--- src/xctfp_pkg.sv ---
package xctfp_pkg;

  // frame geometry; byte 0 is the leading dollar sign
  localparam int unsigned FRAME_LEN = 24;
  localparam int unsigned CNT_W     = 7;
  localparam int unsigned TAG_FIRST = 13;
  localparam int unsigned TAG_LAST  = 16;

  localparam logic [CNT_W-1:0] CNT_XOR_LAST = CNT_W'(FRAME_LEN - 4);
  localparam logic [CNT_W-1:0] CNT_CHK_HI   = CNT_W'(FRAME_LEN - 3);
  localparam logic [CNT_W-1:0] CNT_CHK_LO   = CNT_W'(FRAME_LEN - 2);
  localparam logic [CNT_W-1:0] CNT_FRAME    = CNT_W'(FRAME_LEN);
  localparam logic [CNT_W-1:0] CNT_TAG_LO   = CNT_W'(TAG_FIRST);
  localparam logic [CNT_W-1:0] CNT_TAG_HI   = CNT_W'(TAG_LAST);

  // character codes
  localparam logic [7:0] CH_DOLLAR = 8'h24;
  localparam logic [7:0] CH_F      = 8'h46;
  localparam logic [7:0] CH_HASH   = 8'h23;
  localparam logic [7:0] CH_ZERO   = 8'h30;
  localparam logic [7:0] CH_A      = 8'h41;

  localparam logic [7:0] IDLE_LIMIT_RST = 8'd100;

  // input item kinds
  localparam logic FUNC_BYTE = 1'b0;
  localparam logic FUNC_POLL = 1'b1;

  typedef enum logic [1:0] {
    PH_HUNT   = 2'd0,
    PH_DOLLAR = 2'd1,
    PH_BODY   = 2'd2
  } phase_t;

  typedef struct packed {
    logic       func;
    logic [7:0] rx_byte;
  } in_item_t;

  typedef struct packed {
    logic        frame_ok;
    logic [15:0] tag_number;
    logic        site_update;
  } out_item_t;

  // nibble to uppercase ascii hex
  function automatic logic [7:0] hex_char(input logic [3:0] nib);
    logic [7:0] r;
    if (nib < 4'd10) begin
      r = CH_ZERO + {4'd0, nib};
    end else begin
      r = CH_A + {4'd0, nib} - 8'd10;
    end
    return r;
  endfunction

endpackage

--- src/xor_checked_ascii_tag_frame_parser_unit.sv ---
// result path: the closing byte passes the input stage, then the result register
// throughput: one transaction per cycle while out_ready does not stall the result
//   register; the single input stage feeds the frame state update and that register
// reset: synchronous active-low rst_n returns to hunting, clears counters and
//   loads the idle poll limit with 100
module xor_checked_ascii_tag_frame_parser_unit (
  input  logic                 clk,
  input  logic                 rst_n,
  input  logic                 in_valid,
  output logic                 in_ready,
  input  xctfp_pkg::in_item_t  in_data,
  output logic                 out_valid,
  input  logic                 out_ready,
  output xctfp_pkg::out_item_t out_data,
  input  logic                 cfg_valid,
  output logic                 cfg_ready,
  input  logic [7:0]           cfg_data
);
  import xctfp_pkg::*;

  // input stage
  logic     s1_valid_r;
  in_item_t s1_item_r;
  logic     s1_adv;

  // frame state
  phase_t           phase_r, phase_nxt;
  logic [CNT_W-1:0] byte_count_r, byte_count_nxt;
  logic [7:0]       running_xor_r, running_xor_nxt;
  logic [7:0]       check_hi_r, check_hi_nxt;
  logic [7:0]       check_lo_r, check_lo_nxt;
  logic [15:0]      number_accum_r, number_accum_nxt;
  logic [7:0]       idle_polls_r, idle_polls_nxt;
  logic [7:0]       idle_limit_r;

  // result stage
  logic      out_valid_r, out_valid_nxt;
  out_item_t out_item_r;
  logic      emit;
  out_item_t res;

  logic [7:0]  b;
  logic [7:0]  idle_inc;
  logic [CNT_W-1:0] cnt_inc;
  logic [15:0] digit;
  logic        ok;

  assign b        = s1_item_r.rx_byte;
  assign idle_inc = idle_polls_r + 8'd1;
  assign cnt_inc  = byte_count_r + CNT_W'(1);
  assign digit    = {8'd0, b} - {8'd0, CH_ZERO};

  // handshakes
  assign s1_adv    = s1_valid_r && (!out_valid_r || out_ready);
  assign in_ready  = !s1_valid_r || s1_adv;
  assign cfg_ready = 1'b1;
  assign out_valid = out_valid_r;
  assign out_data  = out_item_r;

  // result valid: set by a closing byte, held until taken
  assign out_valid_nxt = (s1_adv && emit) || (out_valid_r && !out_ready);

  // next phase
  always_comb begin
    phase_nxt = phase_r;
    if (s1_item_r.func == FUNC_POLL) begin
      if (idle_inc >= idle_limit_r) begin
        phase_nxt = PH_HUNT;
      end
    end else begin
      case (phase_r)
        PH_DOLLAR: begin
          phase_nxt = (b == CH_F) ? PH_BODY : PH_HUNT;
        end
        PH_BODY: begin
          if (cnt_inc >= CNT_FRAME) begin
            phase_nxt = PH_HUNT;
          end
        end
        default: begin
          phase_nxt = (b == CH_DOLLAR) ? PH_DOLLAR : PH_HUNT;
        end
      endcase
    end
  end

  // datapath updates and result
  always_comb begin
    byte_count_nxt   = byte_count_r;
    running_xor_nxt  = running_xor_r;
    check_hi_nxt     = check_hi_r;
    check_lo_nxt     = check_lo_r;
    number_accum_nxt = number_accum_r;
    idle_polls_nxt   = idle_polls_r;
    emit             = 1'b0;
    ok               = 1'b0;
    res              = '0;
    if (s1_item_r.func == FUNC_POLL) begin
      idle_polls_nxt = idle_inc;
      if (idle_inc >= idle_limit_r) begin
        idle_polls_nxt = '0;
        byte_count_nxt = '0;
      end
    end else begin
      idle_polls_nxt = '0;
      case (phase_r)
        PH_DOLLAR: begin
          if (b == CH_F) begin
            byte_count_nxt  = CNT_W'(2);
            running_xor_nxt = b;
          end
        end
        PH_BODY: begin
          if (byte_count_r <= CNT_XOR_LAST) begin
            running_xor_nxt = running_xor_r ^ b;
          end
          if (byte_count_r >= CNT_TAG_LO && byte_count_r <= CNT_TAG_HI) begin
            number_accum_nxt = {number_accum_r[12:0], 3'b000}
                             + {number_accum_r[14:0], 1'b0} + digit;
          end
          if (byte_count_r == CNT_CHK_HI) begin
            check_hi_nxt = b;
          end
          if (byte_count_r == CNT_CHK_LO) begin
            check_lo_nxt = b;
          end
          byte_count_nxt = cnt_inc;
          if (cnt_inc >= CNT_FRAME) begin
            ok = (b == CH_HASH)
              && (check_hi_nxt == hex_char(running_xor_nxt[7:4]))
              && (check_lo_nxt == hex_char(running_xor_nxt[3:0]));
            emit            = 1'b1;
            byte_count_nxt  = '0;
            res.frame_ok    = ok;
            res.tag_number  = ok ? number_accum_nxt : 16'd0;
            res.site_update = ok && (number_accum_nxt != 16'd0);
          end
        end
        default: begin
          if (b == CH_DOLLAR) begin
            byte_count_nxt   = CNT_W'(1);
            running_xor_nxt  = '0;
            number_accum_nxt = '0;
            check_hi_nxt     = '0;
            check_lo_nxt     = '0;
          end
        end
      endcase
    end
  end

  // registers
  always_ff @(posedge clk) begin
    if (!rst_n) begin
      s1_valid_r     <= 1'b0;
      out_valid_r    <= 1'b0;
      phase_r        <= PH_HUNT;
      byte_count_r   <= '0;
      running_xor_r  <= '0;
      check_hi_r     <= '0;
      check_lo_r     <= '0;
      number_accum_r <= '0;
      idle_polls_r   <= '0;
      idle_limit_r   <= IDLE_LIMIT_RST;
    end else begin
      if (cfg_valid && cfg_ready) begin
        idle_limit_r <= cfg_data;
      end
      if (in_ready) begin
        s1_valid_r <= in_valid;
      end
      out_valid_r <= out_valid_nxt;
      if (s1_adv) begin
        phase_r        <= phase_nxt;
        byte_count_r   <= byte_count_nxt;
        running_xor_r  <= running_xor_nxt;
        check_hi_r     <= check_hi_nxt;
        check_lo_r     <= check_lo_nxt;
        number_accum_r <= number_accum_nxt;
        idle_polls_r   <= idle_polls_nxt;
      end
    end
  end

  // payload registers
  always_ff @(posedge clk) begin
    if (in_ready && in_valid) begin
      s1_item_r <= in_data;
    end
    if (s1_adv && emit) begin
      out_item_r <= res;
    end
  end

endmodule
--- config.mk ---
export PLATFORM = sky130hd
export DESIGN_NAME = xor_checked_ascii_tag_frame_parser_unit
export DESIGN_NICKNAME = d
export VERILOG_FILES = /design/src/xctfp_pkg.sv /design/src/xor_checked_ascii_tag_frame_parser_unit.sv
export SDC_FILE = /design/constraint.sdc
export NUM_CORES = 1
export LEC_CHECK = 0
export BUFFER_PORTS_ARGS = -buffer_cell sky130_fd_sc_hd__buf_2
export CAP_MARGIN = 5
export CORE_ASPECT_RATIO = 1.75
export CORE_MARGIN = 2
export CORE_UTILIZATION = 40
export DETAILED_ROUTE_END_ITERATION = 6
export PLACE_DENSITY = 0.65
export SYNTH_ARGS = -nofsm -noshare
export SYNTH_HDL_FRONTEND = slang
export SYNTH_SLANG_ARGS = --single-unit
export TNS_END_PERCENT = 1
--- constraint.sdc ---
create_clock -name clk -period 4.4 [get_ports clk]
set_input_delay 0.88 -clock clk [delete_from_list [all_inputs] [get_ports clk]]
set_output_delay 0.88 -clock clk [all_outputs]
set_load 0.03 [all_outputs]
==> impl_metrics.json, run 1 <==
{
  "finalPower_mw": 1.92,
  "wirelength_um": 16700,
  "syn2layout_area_growth_pct": 10.2,
  "cts_buffers": 9,
  "final_cell_count_no_fill": 938,
  "cts_buffer_depth": 2,
  "synth-edff-count": 27,
  "relSlewSlack_pct": 31.5,
  "clock.fmax_mhz": 252,
  "synth_area_leaders": "dfxtp_1, edfxtp_1, ha_1, nor2b_1, fa_1",
  "path_clk_slew_ns": 0.07,
  "worstHoldPathType": "reg -> reg",
  "die_area_mm2": 0.0171,
  "cts.sinks": 94,
  "die_width_um": 99.6,
  "row_count": 61,
  "coreArea_mm2": 0.0158,
  "drv_cap": 0,
  "post_cts_buffers": 0,
  "ios": 43,
  "nFillCells": 1588,
  "worstPathRequired_ns": 4.58,
  "cts_hold_buf": 0,
  "clkLatencyLatePin_ns": 0.35,
  "initial_core_util_pct": 40.5,
  "yosysSeqAreaShare_pct": 33.6,
  "grt_usage_pct": 19.6,
  "grt_overflow": 0,
  "setup_viol": 0,
  "antenna_found_initial": 0,
  "worstSetupStartpointType": "flip-flop",
  "worst_pin_slew_ns": 1.03,
  "arrival_ns": 4.14,
  "finClkSkew_ns": 0.0141,
  "root_buffer": "clkbuf_16",
  "htree_levels": 3,
  "hpwl_um": 12600,
  "hold_depth": 2,
  "grt_pass1_vias": 5301,
  "port_buffers": 41,
  "grt_setup_unrepaired": "no",
  "period_needed_ns": 3.96,
  "diodes": 0,
  "drt-pass1-iter-count": 6,
  "period_share_pct": 90.0,
  "synth.cell_area_mm2": 0.00640,
  "drv_slew": 0,
  "place_congestion": 0.903,
  "grt_max_degree": 68,
  "drc": 0,
  "synth_cell_type_count": 81,
  "ir_drop_mv": 0.205,
  "drt_iter0_drc": 380,
  "powerDensity_mw_per_mm2": 272,
  "syn_inst": 718,
  "grt_pass1_wl_um": 26600,
  "cp-end-kind": "flip-flop",
  "fp.dieH_um": 171,
  "routed_via_density": 5.79,
  "final_cell_mix": "dfxtp_1, nand2_1, nor2b_1, nor2_1, buf_2",
  "seq_area_mm2": 0.00215,
  "cts_tree": "built",
  "async_flop_share_pct": 0,
  "nets": 814,
  "dp.cells": 922,
  "ant_nets": 0,
  "leakage_nw": 2.70,
  "rr_worst_depth": 14,
  "tns_ns": 0,
  "synth_nets": 788,
  "yosys_register_bits": 94,
  "synth_warnings": 0,
  "drive_above_1_share_pct": 12.1,
  "outcome": "complete, no violations",
  "yosys.area.top_type_share_pct": 20.9,
  "pre_cts_ws_ns": 0.509,
  "drt-wirelength-per-cell_um": 17.8,
  "yosysTopAreaCell": "dfxtp_1",
  "final_common_cell": "dfxtp_1",
  "synth_flop_cell": "dfxtp_1",
  "cts_resized": 0,
  "critPathKind": "reg -> reg",
  "multi_input_area_mm2": 0.00394,
  "worst_slack_ns": 0.438,
  "syn_avg_cell_area_um2": 8.92,
  "hold_viol": 0,
  "cp_max_fo": 18,
  "num_vias": 5430
}
logic make-up after synthesis:
logic type               count (synthesis)  synth area share [%]
AO/OA/AOI/OAI                          184                  20.4
XOR/XNOR                                34                  4.65
adder cells (fa/ha/maj)                 48                  10.9
buffers and inverters                   74                  4.83
flip-flops                              94                  33.6
multiplexers                            16                  2.50
other                                    1                0.0586
AND/OR/NAND/NOR                        267                  23.1
synth_stat cells (12+ instances only):
library cell / number
a21oi_1: 39
a22oi_1: 27
and2_1: 12
clkbuf_1: 28
dfxtp_1: 67
edfxtp_1: 27
fa_1: 13
ha_1: 35
inv_1: 37
mux2i_1: 16
nand2_1: 52
nand3_1: 17
nor2_1: 45
nor2b_1: 46
nor3_1: 20
o211ai_1: 14
o21ai_0: 24
xnor2_1: 22
xor2_1: 12
final timing paths:
kind | from | endpoint | slack (ns)
worst max-delay path | byte_count_r[0] | out_data[4] | 0.44
worst min-delay path | idle_limit_r[2] | idle_limit_r[2] | 0.49
worst max register to register | byte_count_r[0] | out_data[4] | 0.44
worst min register to register | idle_limit_r[2] | idle_limit_r[2] | 0.49
power by group:
part           internal [mW]  total, mW  leakage, nW  switching (mW)
clock                  0.439      0.794        0.149           0.355
combinational         0.0847      0.209         1.71           0.125
sequential             0.900      0.918        0.839          0.0180
per-stage QoR:
stage	area [µm²]	utilization, %	hold WS (ns)
finish	7060	44.7	0.485
CTS	7060	44.7	0.491
floorplan	6400	-	0.458
global route	7060	44.7	0.522
detailed placement	6760	42.8	0.478
global placement	6760	42.8	0.474
critical path, cell delays in order (launching register included):
cell	delay, ns
dfxtp_1	0.51
inv_1	0.14
ha_1	0.23
nand3b_1	0.32
a31oi_1	0.40
or2_1	0.21
inv_1	0.08
ha_1	0.21
inv_1	0.08
o21a_1	0.17
o21ai_1	0.10
mux2i_1	0.14
a2111oi_2	0.50
nand4_4	0.37
a211oi_1	0.31
per-layer routing:
layer  global-route usage [%]  wire [µm]
met4                     11.8        908
met1                     20.4       6370
met2                     36.5       8880
met5                        0          0
met3                     2.68        492
registers in the layout, summed over array words and instances, names as in the netlist, 2 cells and up:
signal and count:
check_lo_r 8, phase_r 2, number_accum_r 16, idle_polls_r 8, b 8, running_xor_r 8, idle_limit_r 8, byte_count_r 7
out_data 18, check_hi_r 8
cell type report:
cell class | count | area share, %
Clock inverter | 4 | 0.461
Clock buffer | 12 | 3.79
Inverter | 37 | 1.97
Multi-Input combinational cell | 550 | 55.9
Tap cell | 189 | 3.35
Sequential cell | 94 | 30.5
Timing Repair Buffer | 52 | 4.08
No activity file was read; power rests on OpenSTA's default activity.
==> inputs of run 2 (changes only) <==
--- a/config.mk
+++ b/config.mk
@@ -9,9 +9,9 @@
 export CAP_MARGIN = 5
 export CORE_ASPECT_RATIO = 1.75
 export CORE_MARGIN = 2
-export CORE_UTILIZATION = 40
+export CORE_UTILIZATION = 35
 export DETAILED_ROUTE_END_ITERATION = 6
-export PLACE_DENSITY = 0.65
+export PLACE_DENSITY = 0.59
 export SYNTH_ARGS = -nofsm -noshare
 export SYNTH_HDL_FRONTEND = slang
 export SYNTH_SLANG_ARGS = --single-unit
==> impl_metrics.json, run 2 (synthesis gave the netlist of run 1 again) <==
{
  "port_buffers": 41,
  "largest_reg_flops": 18,
  "ios": 43,
  "final_cell_mix": "dfxtp_1, nand2_1, nor2b_1, nor2_1, buf_2",
  "drt_iter0_drc": 272,
  "grt_usage_pct": 18.5,
  "grt_max_degree": 68,
  "reg2reg_from": "b[7]",
  "max_stage_delay_ns": 0.55,
  "outcome": "complete, no violations",
  "die_width_um": 106,
  "grt_setup_unrepaired": "no",
  "cp_top_family": "compound AO/OA/AOI/OAI gates",
  "crit_slowest_cell": "edfxtp_1",
  "crit_chain": "inv_1 -> xnor2_1 -> fa_1 -> ha_1 -> and3_1 -> a2111oi_0 -> xnor2_1 -> mux2i_1 -> o21ai_0 -> a211oi_1 -> a41oi_1",
  "worstHoldPathType": "reg -> reg",
  "fp.dieH_um": 183,
  "post_cts_buffers": 0,
  "cts_tree": "built",
  "fin_hold_ws_ns": 0.490,
  "multi_input_area_mm2": 0.00394,
  "routed_via_density": 5.47,
  "die_area_mm2": 0.0194,
  "p_sw_mw": 0.511,
  "drc": 0,
  "seqPwrFrac_pct": 48.8,
  "num_vias": 5376,
  "arrival_ns": 4.18,
  "row_count": 65,
  "cp-endpoint": "out_data[0]",
  "hpwl_um": 13300,
  "final_cell_count_no_fill": 983,
  "period_needed_ns": 4.08,
  "reg2reg_slack_ns": 0.32,
  "cts_resized": 0,
  "drt-wirelength-per-cell_um": 17.7,
  "clock.fmax_mhz": 245,
  "nets": 814,
  "cts_buffers": 9,
  "drv_cap": 0,
  "dp.cells": 967,
  "p_clk_share_pct": 40.0,
  "finClkSkew_ns": 0.00942,
  "drive_above_1_share_pct": 12.1,
  "ant_nets": 0,
  "worstPathRequired_ns": 4.49,
  "tns_ns": 0,
  "worstSetupStartpointType": "flip-flop",
  "cts_hold_buf": 0,
  "top_usage_layer": "met2",
  "ir_drop_mv": 0.144,
  "syn2layout_area_growth_pct": 10.7,
  "antenna_found_initial": 0,
  "clkLatencyLatePin_ns": 0.36,
  "final_common_cell": "dfxtp_1",
  "relSlewSlack_pct": 19.6,
  "grt_pass1_wl_um": 28000,
  "wirelength_um": 17400,
  "rr_endpoint": "out_data[0]",
  "coreArea_mm2": 0.0180,
  "grt_overflow": 0,
  "cts_buffer_depth": 2,
  "crit_path_frequent_cell": "xnor2_1",
  "rr_worst_depth": 11,
  "worst_pin_slew_ns": 1.20,
  "powerDensity_mw_per_mm2": 266,
  "root_buffer": "clkbuf_16",
  "cp_max_fo": 6,
  "path_clk_slew_ns": 0.07,
  "hold_viol": 0,
  "drv_slew": 0,
  "grt_pass1_vias": 5320,
  "period_share_pct": 92.8,
  "seq_area_mm2": 0.00215,
  "htree_levels": 3,
  "drt-pass1-iter-count": 4,
  "grtUsageMet1_pct": 19.2,
  "met3_usage_pct": 2.27,
  "fin_util_pct": 39.4,
  "netSwitchingFraction_pct": 27.1,
  "cp-end-kind": "flip-flop",
  "cts.sinks": 94,
  "diodes": 0,
  "gr-usage-met2_pct": 36.2,
  "leakage_nw": 2.68,
  "critPathKind": "reg -> reg",
  "initial_core_util_pct": 35.6,
  "finalPower_mw": 1.88,
  "crit_path_start": "b[7]",
  "combPwrFrac_pct": 11.2,
  "place_congestion": 0.971,
  "setup_viol": 0,
  "path_buf_inv": 1,
  "path_depth": 11,
  "internal_power_mw": 1.37,
  "nFillCells": 1849
}
[run 2: changes by cell type in the layout (fill, tap and decap cells not counted)]
cell and delta:
clkbuf_8 -1, inv_4 -1, inv_6 +1, clkbuf_16 -1
clkinv_2 +2
[run 2: worst min-delay path, delay by kind of cell, from the launching register on]
| family | cells | cell delay [ns] |
|---|---|---|
| AO/OA/AOI/OAI | 1 | 0.08 |
| buffers and inverters | 1 | 0.07 |
| flip-flops | 1 | 0.30 |
[run 2: area by class of cell]
type                            instances  area share, %
Clock buffer                           10           3.23
Timing Repair Buffer                   52           4.06
Multi-Input combinational cell        550           55.6
Sequential cell                        94           30.4
Tap cell                              234           4.13
Clock inverter                          6          0.635
Inverter                               37           1.96
[run 2: per-stage QoR]
stage	worst slack, ns	area, µm²
global placement	0.364	6810
floorplan	0.374	6400
detailed placement	0.380	6810
finish	0.317	7090
CTS	0.373	7090
global route	0.0954	7090
[run 2: power by group through the flow]
stage	logic, mW	clock network, mW	registers [mW]
floorplan	0.153	0	0.928
detailed placement	0.209	0	0.939
global route	0.233	0.810	0.922
finish	0.210	0.755	0.920
CTS	0.210	0.774	0.920
global placement	0.208	0	0.939
[run 2: layer usage]
metal	vias to the layer above	wire, µm
met5	-	0
met4	0	588
met3	36	397
met2	96	9640
met1	2579	6810
li1	2665	-
[run 2: worst min path at each step]
stage                               start         endpoint  cells after the start
after floorplan                phase_r[1]       phase_r[1]                      2
after global placement    idle_limit_r[6]  idle_limit_r[6]                      2
after detailed placement  idle_limit_r[2]  idle_limit_r[2]                      2
after CTS                 idle_limit_r[6]  idle_limit_r[6]                      2
after global routing      idle_limit_r[2]  idle_limit_r[2]                      2
final                     idle_limit_r[6]  idle_limit_r[6]                      2
